--- config.mk ---
export PLATFORM = sky130hd
export DESIGN_NAME = mtfh_seq
export DESIGN_NICKNAME = d
export VERILOG_FILES = /design/src/rtl/mtfh_pkg.sv /design/src/rtl/mtfh_seq.sv
export SDC_FILE = /design/constraint.sdc
export NUM_CORES = 1
export LEC_CHECK = 0
export BUFFER_PORTS_ARGS = -buffer_cell sky130_fd_sc_hd__buf_2
export CORE_ASPECT_RATIO = 0.8
export CORE_MARGIN = 2
export CORE_UTILIZATION = 30
export CTS_BUF_LIST = sky130_fd_sc_hd__clkbuf_4 sky130_fd_sc_hd__clkbuf_8
export CTS_CLUSTER_SIZE = 24
export DETAILED_ROUTE_END_ITERATION = 7
export GPL_TIMING_DRIVEN = 0
export HOLD_SLACK_MARGIN = 0.02
export PLACE_DENSITY = 0.66
export SLEW_MARGIN = 5
export SYNTH_ARGS = -nofsm -noshare
export SYNTH_HDL_FRONTEND = slang
export SYNTH_SLANG_ARGS = --single-unit
export TNS_END_PERCENT = 50
--- constraint.sdc ---
create_clock -name clock -period 4.9 [get_ports clock]
set_input_delay 1.225 -clock clock [delete_from_list [all_inputs] [get_ports clock]]
set_output_delay 1.225 -clock clock [all_outputs]
set_load 0.05 [all_outputs]
--- src/rtl/mtfh_pkg.sv ---
// Shared types and constants for the move-to-front history list.
package mtfh_pkg;

   localparam int CSR_BITS       = 7;
   localparam int POS_OUT_BITS   = 6;
   localparam int COUNT_OUT_BITS = 7;

   typedef struct packed {
      logic                      ignored;
      logic                      hit;
      logic [POS_OUT_BITS-1:0]   hit_position;
      logic                      evicted;
      logic [COUNT_OUT_BITS-1:0] entry_count;
      logic                      list_empty;
   } rsp_type;

endpackage

--- src/rtl/mtfh_seq.sv ---
// Sequencer: serial key search with one comparator, then a one-entry-a-cycle shift.
module mtfh_seq #(
   parameter int DEPTH      = 64,
   parameter int KEY_BITS   = 64,
   parameter int STAMP_BITS = 32
) (
   input  logic                             clock,
   input  logic                             reset,
   input  logic                             start,
   input  logic [KEY_BITS-1:0]              req_key,
   input  logic                             req_key_empty,
   input  logic [STAMP_BITS-1:0]            req_stamp,
   input  logic [$clog2(DEPTH+1)-1:0]       cap,
   input  logic                             cap_wr,
   input  logic [$clog2(DEPTH+1)-1:0]       cap_new,
   output logic                             busy,
   output logic                             rsp_strobe,
   output mtfh_pkg::rsp_type                rsp,
   output logic                             ram_wr_en,
   output logic [$clog2(DEPTH)-1:0]         ram_wr_addr,
   output logic [KEY_BITS+STAMP_BITS-1:0]   ram_wr_data,
   output logic [$clog2(DEPTH)-1:0]         ram_rd_addr,
   input  logic [KEY_BITS+STAMP_BITS-1:0]   ram_rd_data
);

   localparam int AW  = $clog2(DEPTH);
   localparam int CW  = $clog2(DEPTH+1);
   localparam int PW  = (AW > mtfh_pkg::POS_OUT_BITS) ? AW : mtfh_pkg::POS_OUT_BITS;
   localparam int OW  = (CW > mtfh_pkg::COUNT_OUT_BITS) ? CW : mtfh_pkg::COUNT_OUT_BITS;

   localparam logic [1:0] ST_IDLE   = 2'd0;
   localparam logic [1:0] ST_SEARCH = 2'd1;
   localparam logic [1:0] ST_SHIFT  = 2'd2;
   localparam logic [1:0] ST_FRONT  = 2'd3;

   logic [1:0]            state_ff, state_in;
   logic [KEY_BITS-1:0]   key_ff, key_in;
   logic [STAMP_BITS-1:0] stamp_ff, stamp_in;
   logic [CW-1:0]         count_ff, count_in;
   logic [AW-1:0]         srch_ff, srch_in;
   logic [AW-1:0]         cmp_idx_ff, cmp_idx_in;
   logic                  cmp_valid_ff, cmp_valid_in;
   logic [AW-1:0]         sh_dst_ff, sh_dst_in;
   logic                  wr_pend_ff, wr_pend_in;
   logic [AW-1:0]         wr_addr_ff, wr_addr_in;
   logic                  hit_ff, hit_in;
   logic [AW-1:0]         pos_ff, pos_in;
   logic                  evict_ff, evict_in;

   logic                  match;
   logic                  last;
   logic                  miss_evict;
   logic [CW-1:0]         miss_count;
   logic [AW-1:0]         miss_top;

   // response fields, widened before truncation to the port widths
   logic                  r_ignored, r_hit, r_evicted;
   logic [AW-1:0]         r_pos;
   logic [CW-1:0]         r_count;
   logic [PW-1:0]         pos_w;
   logic [OW-1:0]         count_w;

   assign match      = cmp_valid_ff && (ram_rd_data[KEY_BITS-1:0] == key_ff);
   assign last       = cmp_valid_ff && ((CW'(cmp_idx_ff) + CW'(1)) == count_ff);
   assign miss_evict = (count_ff >= cap);
   assign miss_count = miss_evict ? count_ff : (count_ff + CW'(1));
   assign miss_top   = AW'(miss_count - CW'(1));

   always_comb begin
      state_in     = state_ff;
      key_in       = key_ff;
      stamp_in     = stamp_ff;
      count_in     = count_ff;
      srch_in      = srch_ff;
      cmp_idx_in   = cmp_idx_ff;
      cmp_valid_in = 1'b0;
      sh_dst_in    = sh_dst_ff;
      wr_pend_in   = 1'b0;
      wr_addr_in   = wr_addr_ff;
      hit_in       = hit_ff;
      pos_in       = pos_ff;
      evict_in     = evict_ff;
      ram_wr_en    = 1'b0;
      ram_wr_addr  = wr_addr_ff;
      ram_wr_data  = ram_rd_data;
      ram_rd_addr  = srch_ff;
      rsp_strobe   = 1'b0;
      r_ignored    = 1'b0;
      r_hit        = 1'b0;
      r_evicted    = 1'b0;
      r_pos        = '0;
      r_count      = count_ff;

      unique case (state_ff)
         ST_IDLE: begin
            if (cap_wr && (count_ff > cap_new)) begin
               count_in = cap_new;
            end
            if (start) begin
               if ((cap == '0) || req_key_empty) begin
                  rsp_strobe = 1'b1;
                  r_ignored  = 1'b1;
               end else begin
                  state_in = ST_SEARCH;
                  key_in   = req_key;
                  stamp_in = req_stamp;
                  srch_in  = '0;
               end
            end
         end
         ST_SEARCH: begin
            if (match) begin
               if (cmp_idx_ff == '0) begin
                  // already at the front: nothing moves
                  rsp_strobe = 1'b1;
                  r_hit      = 1'b1;
                  state_in   = ST_IDLE;
               end else begin
                  hit_in    = 1'b1;
                  pos_in    = cmp_idx_ff;
                  evict_in  = 1'b0;
                  sh_dst_in = cmp_idx_ff;
                  state_in  = ST_SHIFT;
               end
            end else if (last || (!cmp_valid_ff && (count_ff == '0))) begin
               hit_in    = 1'b0;
               pos_in    = '0;
               evict_in  = miss_evict;
               count_in  = miss_count;
               sh_dst_in = miss_top;
               state_in  = (miss_top == '0) ? ST_FRONT : ST_SHIFT;
            end else begin
               ram_rd_addr  = srch_ff;
               cmp_valid_in = 1'b1;
               cmp_idx_in   = srch_ff;
               srch_in      = srch_ff + AW'(1);
            end
         end
         ST_SHIFT: begin
            // write the entry read last cycle one place back
            ram_wr_en = wr_pend_ff;
            if (sh_dst_ff != '0) begin
               ram_rd_addr = sh_dst_ff - AW'(1);
               wr_addr_in  = sh_dst_ff;
               wr_pend_in  = 1'b1;
               sh_dst_in   = sh_dst_ff - AW'(1);
            end else begin
               state_in = ST_FRONT;
            end
         end
         ST_FRONT: begin
            ram_wr_en   = 1'b1;
            ram_wr_addr = '0;
            ram_wr_data = {stamp_ff, key_ff};
            rsp_strobe  = 1'b1;
            r_hit       = hit_ff;
            r_pos       = pos_ff;
            r_evicted   = evict_ff;
            state_in    = ST_IDLE;
         end
         default: begin
            state_in = ST_IDLE;
         end
      endcase
   end

   always_comb begin
      pos_w             = PW'(r_pos);
      count_w           = OW'(r_count);
      rsp.ignored       = r_ignored;
      rsp.hit           = r_hit;
      rsp.hit_position  = pos_w[mtfh_pkg::POS_OUT_BITS-1:0];
      rsp.evicted       = r_evicted;
      rsp.entry_count   = count_w[mtfh_pkg::COUNT_OUT_BITS-1:0];
      rsp.list_empty    = (r_count == '0);
   end

   assign busy = (state_ff != ST_IDLE);

   always_ff @(posedge clock) begin
      if (reset) begin
         state_ff     <= ST_IDLE;
         count_ff     <= '0;
         cmp_valid_ff <= 1'b0;
         wr_pend_ff   <= 1'b0;
      end else begin
         state_ff     <= state_in;
         count_ff     <= count_in;
         cmp_valid_ff <= cmp_valid_in;
         wr_pend_ff   <= wr_pend_in;
      end
   end

   always_ff @(posedge clock) begin
      key_ff     <= key_in;
      stamp_ff   <= stamp_in;
      srch_ff    <= srch_in;
      cmp_idx_ff <= cmp_idx_in;
      sh_dst_ff  <= sh_dst_in;
      wr_addr_ff <= wr_addr_in;
      hit_ff     <= hit_in;
      pos_ff     <= pos_in;
      evict_ff   <= evict_in;
   end

endmodule

Yosys cells after proc, flatten, opt, wreduce, memory -nomap -nowiden
Index checks and enable logic that the tools add are counted.
{"block": "op_classes", "reduce_logical": 27, "eq_ne": 16, "n_bitwise": 5, "muxes": 47, "add_sub_neg": 5, "n_lt_le_gt_ge": 2}
{"op": "$mux 96", "n": 1}
{"op": "$mux 6", "n": 14}
{"op": "$eq 64x64->1", "n": 1}
{"op": "$mux 7", "n": 4}
{"op": "$pmux 6 s2", "n": 2}
{"op": "$ne 2x2->1 const B", "n": 9}
{"op": "$mux 1", "n": 15}
{"op": "$logic_not 7->1", "n": 2}
{"op": "$pmux 7 s2", "n": 1}
{"op": "$logic_not 6->1", "n": 2}
{"op": "$mux 2", "n": 6}
{"op": "$reduce_and 4->1", "n": 3}
{"op": "$sub 6x1->6 const B", "n": 2}
{"op": "$reduce_and 3->1", "n": 3}
{"op": "$pmux 2 s4", "n": 1}
{"op": "$reduce_bool 2->1", "n": 4}
{"op": "$add 6x1->7 const B", "n": 1}
{"op": "$add 7x1->7 const B", "n": 1}
{"op": "$eq 7x7->1", "n": 1}
{"op": "$ge 7x7->1", "n": 1}
{"op": "$gt 7x7->1", "n": 1}
{"op": "$add 6x1->6 const B", "n": 1}
{"op": "$ne 3x3->1 const B", "n": 2}
{"op": "$reduce_bool 6->1", "n": 1}
{"op": "other kinds (13)", "n": 23}
{"block": "totals", "input_bits": 211, "out_inout_bits": 128, "ff_bits": 139, "word_cells": 115}

Depth between registers and ports, before layout
{"block": "depth", "word_depth": 8, "mapped_depth": 13, "depth_no_buf": 11}

Worst setup path before layout
OpenSTA, ideal clock, no wires.
{"block": "synth_timing", "path_type": "in2out", "start": "input port ram_rd_data[22]", "end": "output port rsp_strobe", "arrival_time_ns": 3.431, "t_required_ns": 3.675, "path_buffers": 1, "slack_ns": 0.244, "stages": 8, "cell_sequence": "xor2_1 -> nand4b_1 -> nor4_1 -> nand3_1 -> nor2_1 -> buf_2 -> a21oi_1 -> o22ai_1"}
{"block": "synth_via", "elab_chain_cells": 4}
{"item": "start: declaration", "line_no": "mtfh_seq.sv:23", "source": "input logic [KEY_BITS+STAMP_BITS-1:0] ram_rd_data"}
{"item": "$eq 64x64->1", "line_no": "mtfh_seq.sv:63", "source": "assign match = cmp_valid_ff && (ram_rd_data[KEY_BITS-1:0] == key_ff);"}
{"item": "$logic_and 1x1->1", "line_no": "mtfh_seq.sv:63"}
{"item": "$mux 1", "line_no": "mtfh_seq.sv:112", "source": "if (match) begin"}
{"item": "$pmux 1 s3", "line_no": "mtfh_seq.sv:94", "source": "unique case (state_ff)"}
{"item": "end: declaration", "line_no": "mtfh_seq.sv:17", "source": "output logic rsp_strobe,"}
Every way passes these cells.

Final worst setup path
{"block": "layout_timing", "start": "input port ram_rd_data[25]", "end": "output port rsp[15] (netlist bit)"}
{"block": "layout_via", "elab_chain_cells": 4}
{"item": "$eq 64x64->1", "line_no": "mtfh_seq.sv:63"}
{"item": "$logic_and 1x1->1", "line_no": "mtfh_seq.sv:63"}
{"item": "$mux 1", "line_no": "mtfh_seq.sv:112"}
{"item": "$pmux 1 s2", "line_no": "mtfh_seq.sv:94"}
{"item": "end: declaration", "line_no": "mtfh_seq.sv:18", "source": "output mtfh_pkg::rsp_type rsp,"}
Every way passes these cells.

==> results.md <==
* Outcome: finished clean
* DRC Markers at 0
* # rows at 54
* Mapped Nets at 953
* Fill cells at 2627
* Ant diodes at 0
* Compound-gate portion of the synthesized area at 7.61%
* Most frequent CP cell: clkbuf_4
* P_int at 3.17 mW
* Die X at 190 um
* Starting Density at 30.5%
* Min-delay worst type: reg2reg
* Clock Sinks at 139
* Top FF cell, synth: edfxtp_1
* EDFF count, synth at 128
* Critical path required time at 3670 ps
* Max Fanout on Critical Path at 10
* CTS tree: done
* Synthesized cell area at between 8000 and 9000 um^2
* CTS H-tree lvls at 4
* Adder-Cell Fraction of Synth Area at roughly 3.5%
* Mux cell area share after synthesis at 13.4%
* Post-DP HPWL at about 22000 um
* Post-layout min period at 4710 ps
* Initial antenna violation count at 0
* Post-Synth Simple-Gate Area at 14.6%
* Reg2reg setup slack at 1290 ps
* Top cell type's share of synthesized area at 46.3%
* Fraction of power spent switching nets at 43.4%
* Max-Cap Viols at 0
* Post-route cell area at 11100 um^2
* Layout Cells excl Fill at around 1.5k
* Setup crit end kind: output port
* Reg2Reg Depth at 13
* Main combinational cell family by area after synthesis: simple AND/OR/NAND/NOR gates
* Worst path max stage delay at 440 ps
* CP Cell Sequence: buf_2, xnor2_2, nand4_1, nor4_4, nand3_4, nor2_4, clkbuf_4, nand3b_1, a21boi_0, buf_4, clkbuf_4
* Final setup viols at 0
* Die H at approximately 150 um
* First DRT Iteration DRCs at 438
* Lkg Pwr at 4.65 nW
* Post-synth ARST share at 0%
* Ys Warns at 0
* Routed wire per std cell at around 19 um
* Hold Path Origin: sh_dst_ff[5]
* Hold EP: wr_addr_ff[5]
* Overall Global Routing Usage at between 10% and 20%
* Clk slew on worst S/H paths at 80 ps
* Routed Antenna Nets at 0
* Fmax at 212 MHz
* Critical path's top delay family: simple AND/OR/NAND/NOR gates
* Synth top cells by count: edfxtp_1 (128), mux2_2 (91), xnor2_1 (54), nand2_1 (35), inv_1 (33)
* RR Startpoint: count_ff[0]
* Clock root cell: clkbuf_8
* Hold-fix buffers at CTS at 0
* Worst-skew pair later-pin latency at 470 ps
* Net switching power at 2.43 mW
* Seq/Total Area, Yosys at 48.9%
* Seq pwr share at 33.5%
* Setup TNS at 0 ps
* Final global-route overflow total at 0
* Hold depth at 0
* Vias in the first global route at 6994
* I/O Pins at 339
* Core Footprint at approximately 27000 um^2
* Via count at 7148
* Clock power frac at 20.8%
* Total die area at 29000 um^2
* Final Max Tran Viols at 0
* Tightest Pin Transition at 977 ps
* Total Wirelength at 27300 um
* Pwr/cell area at 505 nW/um^2
* Vias/cell at just under 5
* Placed insts at 1422
* Synth Register Bits at roughly 140
* CP Launch Point: ram_rd_data[25]
* Setup Skew at roughly 22 ps
* Critical path class: in2out
* Comb pwr share at 45.7%
* Post-Route Utilization at 40.7%
* Most area-consuming cells after synthesis: edfxtp_1 (46%), mux2_2 (12%), xnor2_1 (5.7%)
* Layout Nets at around 1.3k
* CTS max path bufs at 2
* I/O Buffers at 338
* Layout cells sized above 1 at between 40 and 50%
* CP max stage cell: nor4_4
* Fin crit share at between 90 and 100%
* Final hold violation count at 0
* Largest net degree at the start of global routing at 64
* Area grow syn2layout at 33.4%
* Synth cell types at between 60 and 70
* Mapped Cells at 719
* Cts bufs inserted at 17
* Synth Area in XOR/XNOR at between 8 and 9%
* Worst path bufs/invs at 4
* Gpl congestion at roughly 0.86
* Synth area leader: edfxtp_1
* Max VDD drop at 0.234 mV
* Cell with the most instances after synthesis: edfxtp_1
* Hold slack at 486 ps
* Pre-antenna DRT Iters at 5
* Global-route wire length before repair at 40700 um
* Mean Syn Cell Area at 11.5 um^2
* R2r endpoint: state_ff[0]
* Arrival time of the worst setup path at 3490 ps
* Slew headroom at 34.8%
* Startpoint Class: primary input
* Placement Cell Area at 10500 um^2
per-stage QoR:
stage                     total power [mW]  setup slack, ps
after floorplan                       3.69              244
after global placement                4.40             -710
after detailed placement              4.43             -664
after CTS                             5.61             8.07
after global routing                  5.91            -47.6
final                                 5.60              188
power by group through the flow:
stage	logic, mW	clock network (mW)	registers (mW)
2_1_floorplan	1.79	0	1.90
3_3_place_gp	2.50	0	1.90
3_5_place_dp	2.53	0	1.90
4_1_cts	2.55	1.19	1.87
5_1_grt	2.77	1.23	1.91
6_report	2.56	1.16	1.88
kinds of logic after synthesis:
| family | count (synthesis) |
|---|---|
| buf+inv | 70 |
| fa+ha+maj | 23 |
| compound gates | 88 |
| flops | 139 |
| xor+xnor | 80 |
| simple gates | 219 |
| mux | 100 |
registers in the layout, indices dropped and copies added, names as in the netlist, named ones only:
| register | flops |
|---|---|
| pos_ff | 6 |
| wr_pend_ff | 1 |
| evict_ff | 1 |
| count_ff | 7 |
| wr_addr_ff | 6 |
| sh_dst_ff | 6 |
| stamp_ff | 32 |
| state_ff | 1 |
| key_ff | 64 |
| srch_ff | 6 |
| cmp_idx_ff | 6 |
| hit_ff | 1 |
| cmp_valid_ff | 1 |
area by class of cell:
cell class | instances | area (um^2) | area share [%]
multi-input combinational | 510 | 4040 | 36.5
clock buffer | 18 | 241 | 2.18
tap | 364 | 455 | 4.11
sequential | 139 | 4060 | 36.7
buffer | 36 | 164 | 1.48
inverter | 34 | 128 | 1.15
clock inverter | 14 | 240 | 2.17
timing repair buffer | 342 | 1740 | 15.7
cells in the final DEF (no fill, tap or decap), types with 4 or more instances in the layout:
cell,instances
or4_1,4
buf_4,6
ha_1,23
clkbuf_1,18
nor4_1,13
o22ai_1,4
or3_1,4
o2111ai_1,6
buf_1,8
nand4_1,24
mux2i_1,9
xor2_1,26
clkbuf_8,17
o21ai_0,23
dfxtp_1,11
mux2_2,91
edfxtp_1,128
nand2_1,34
and3_1,11
inv_1,33
nor2_1,26
and2_1,13
buf_2,342
xnor2_1,50
nand2b_1,30
bufinv_16,6
nand3_1,21
xnor2_2,4
a21oi_1,9
o211ai_1,4
nor3_1,12
metal layers:
| metal | track usage [%] | vias up | wire length [um] |
|---|---|---|---|
| li1 | - | 3408 | - |
| met1 | 24.7 | 3387 | 12100 |
| met2 | 29.8 | 314 | 12600 |
| met3 | 4.98 | 39 | 2110 |
| met4 | 5.61 | 0 | 503 |
| met5 | 0 | - | 0 |
what timing repair did:
action / CTS / global route
endpoints found under the setup margin: 2 / 2
buffers inserted: 2 / 1
resized for setup: 5 / 11
pin swaps: 2 / 1
worst max path at each step:
stage | depth (start not counted) | slack, ps | endpoint
global placement | 4 | -710 | stamp_ff[31]
floorplan | 8 | 240 | rsp_strobe
CTS | 11 | 8 | rsp[15]
global route | 11 | -50 | rsp[15]
finish | 11 | 190 | rsp[15]
detailed placement | 11 | -660 | rsp[15]
No activity file was read; power rests on OpenSTA's default activity.
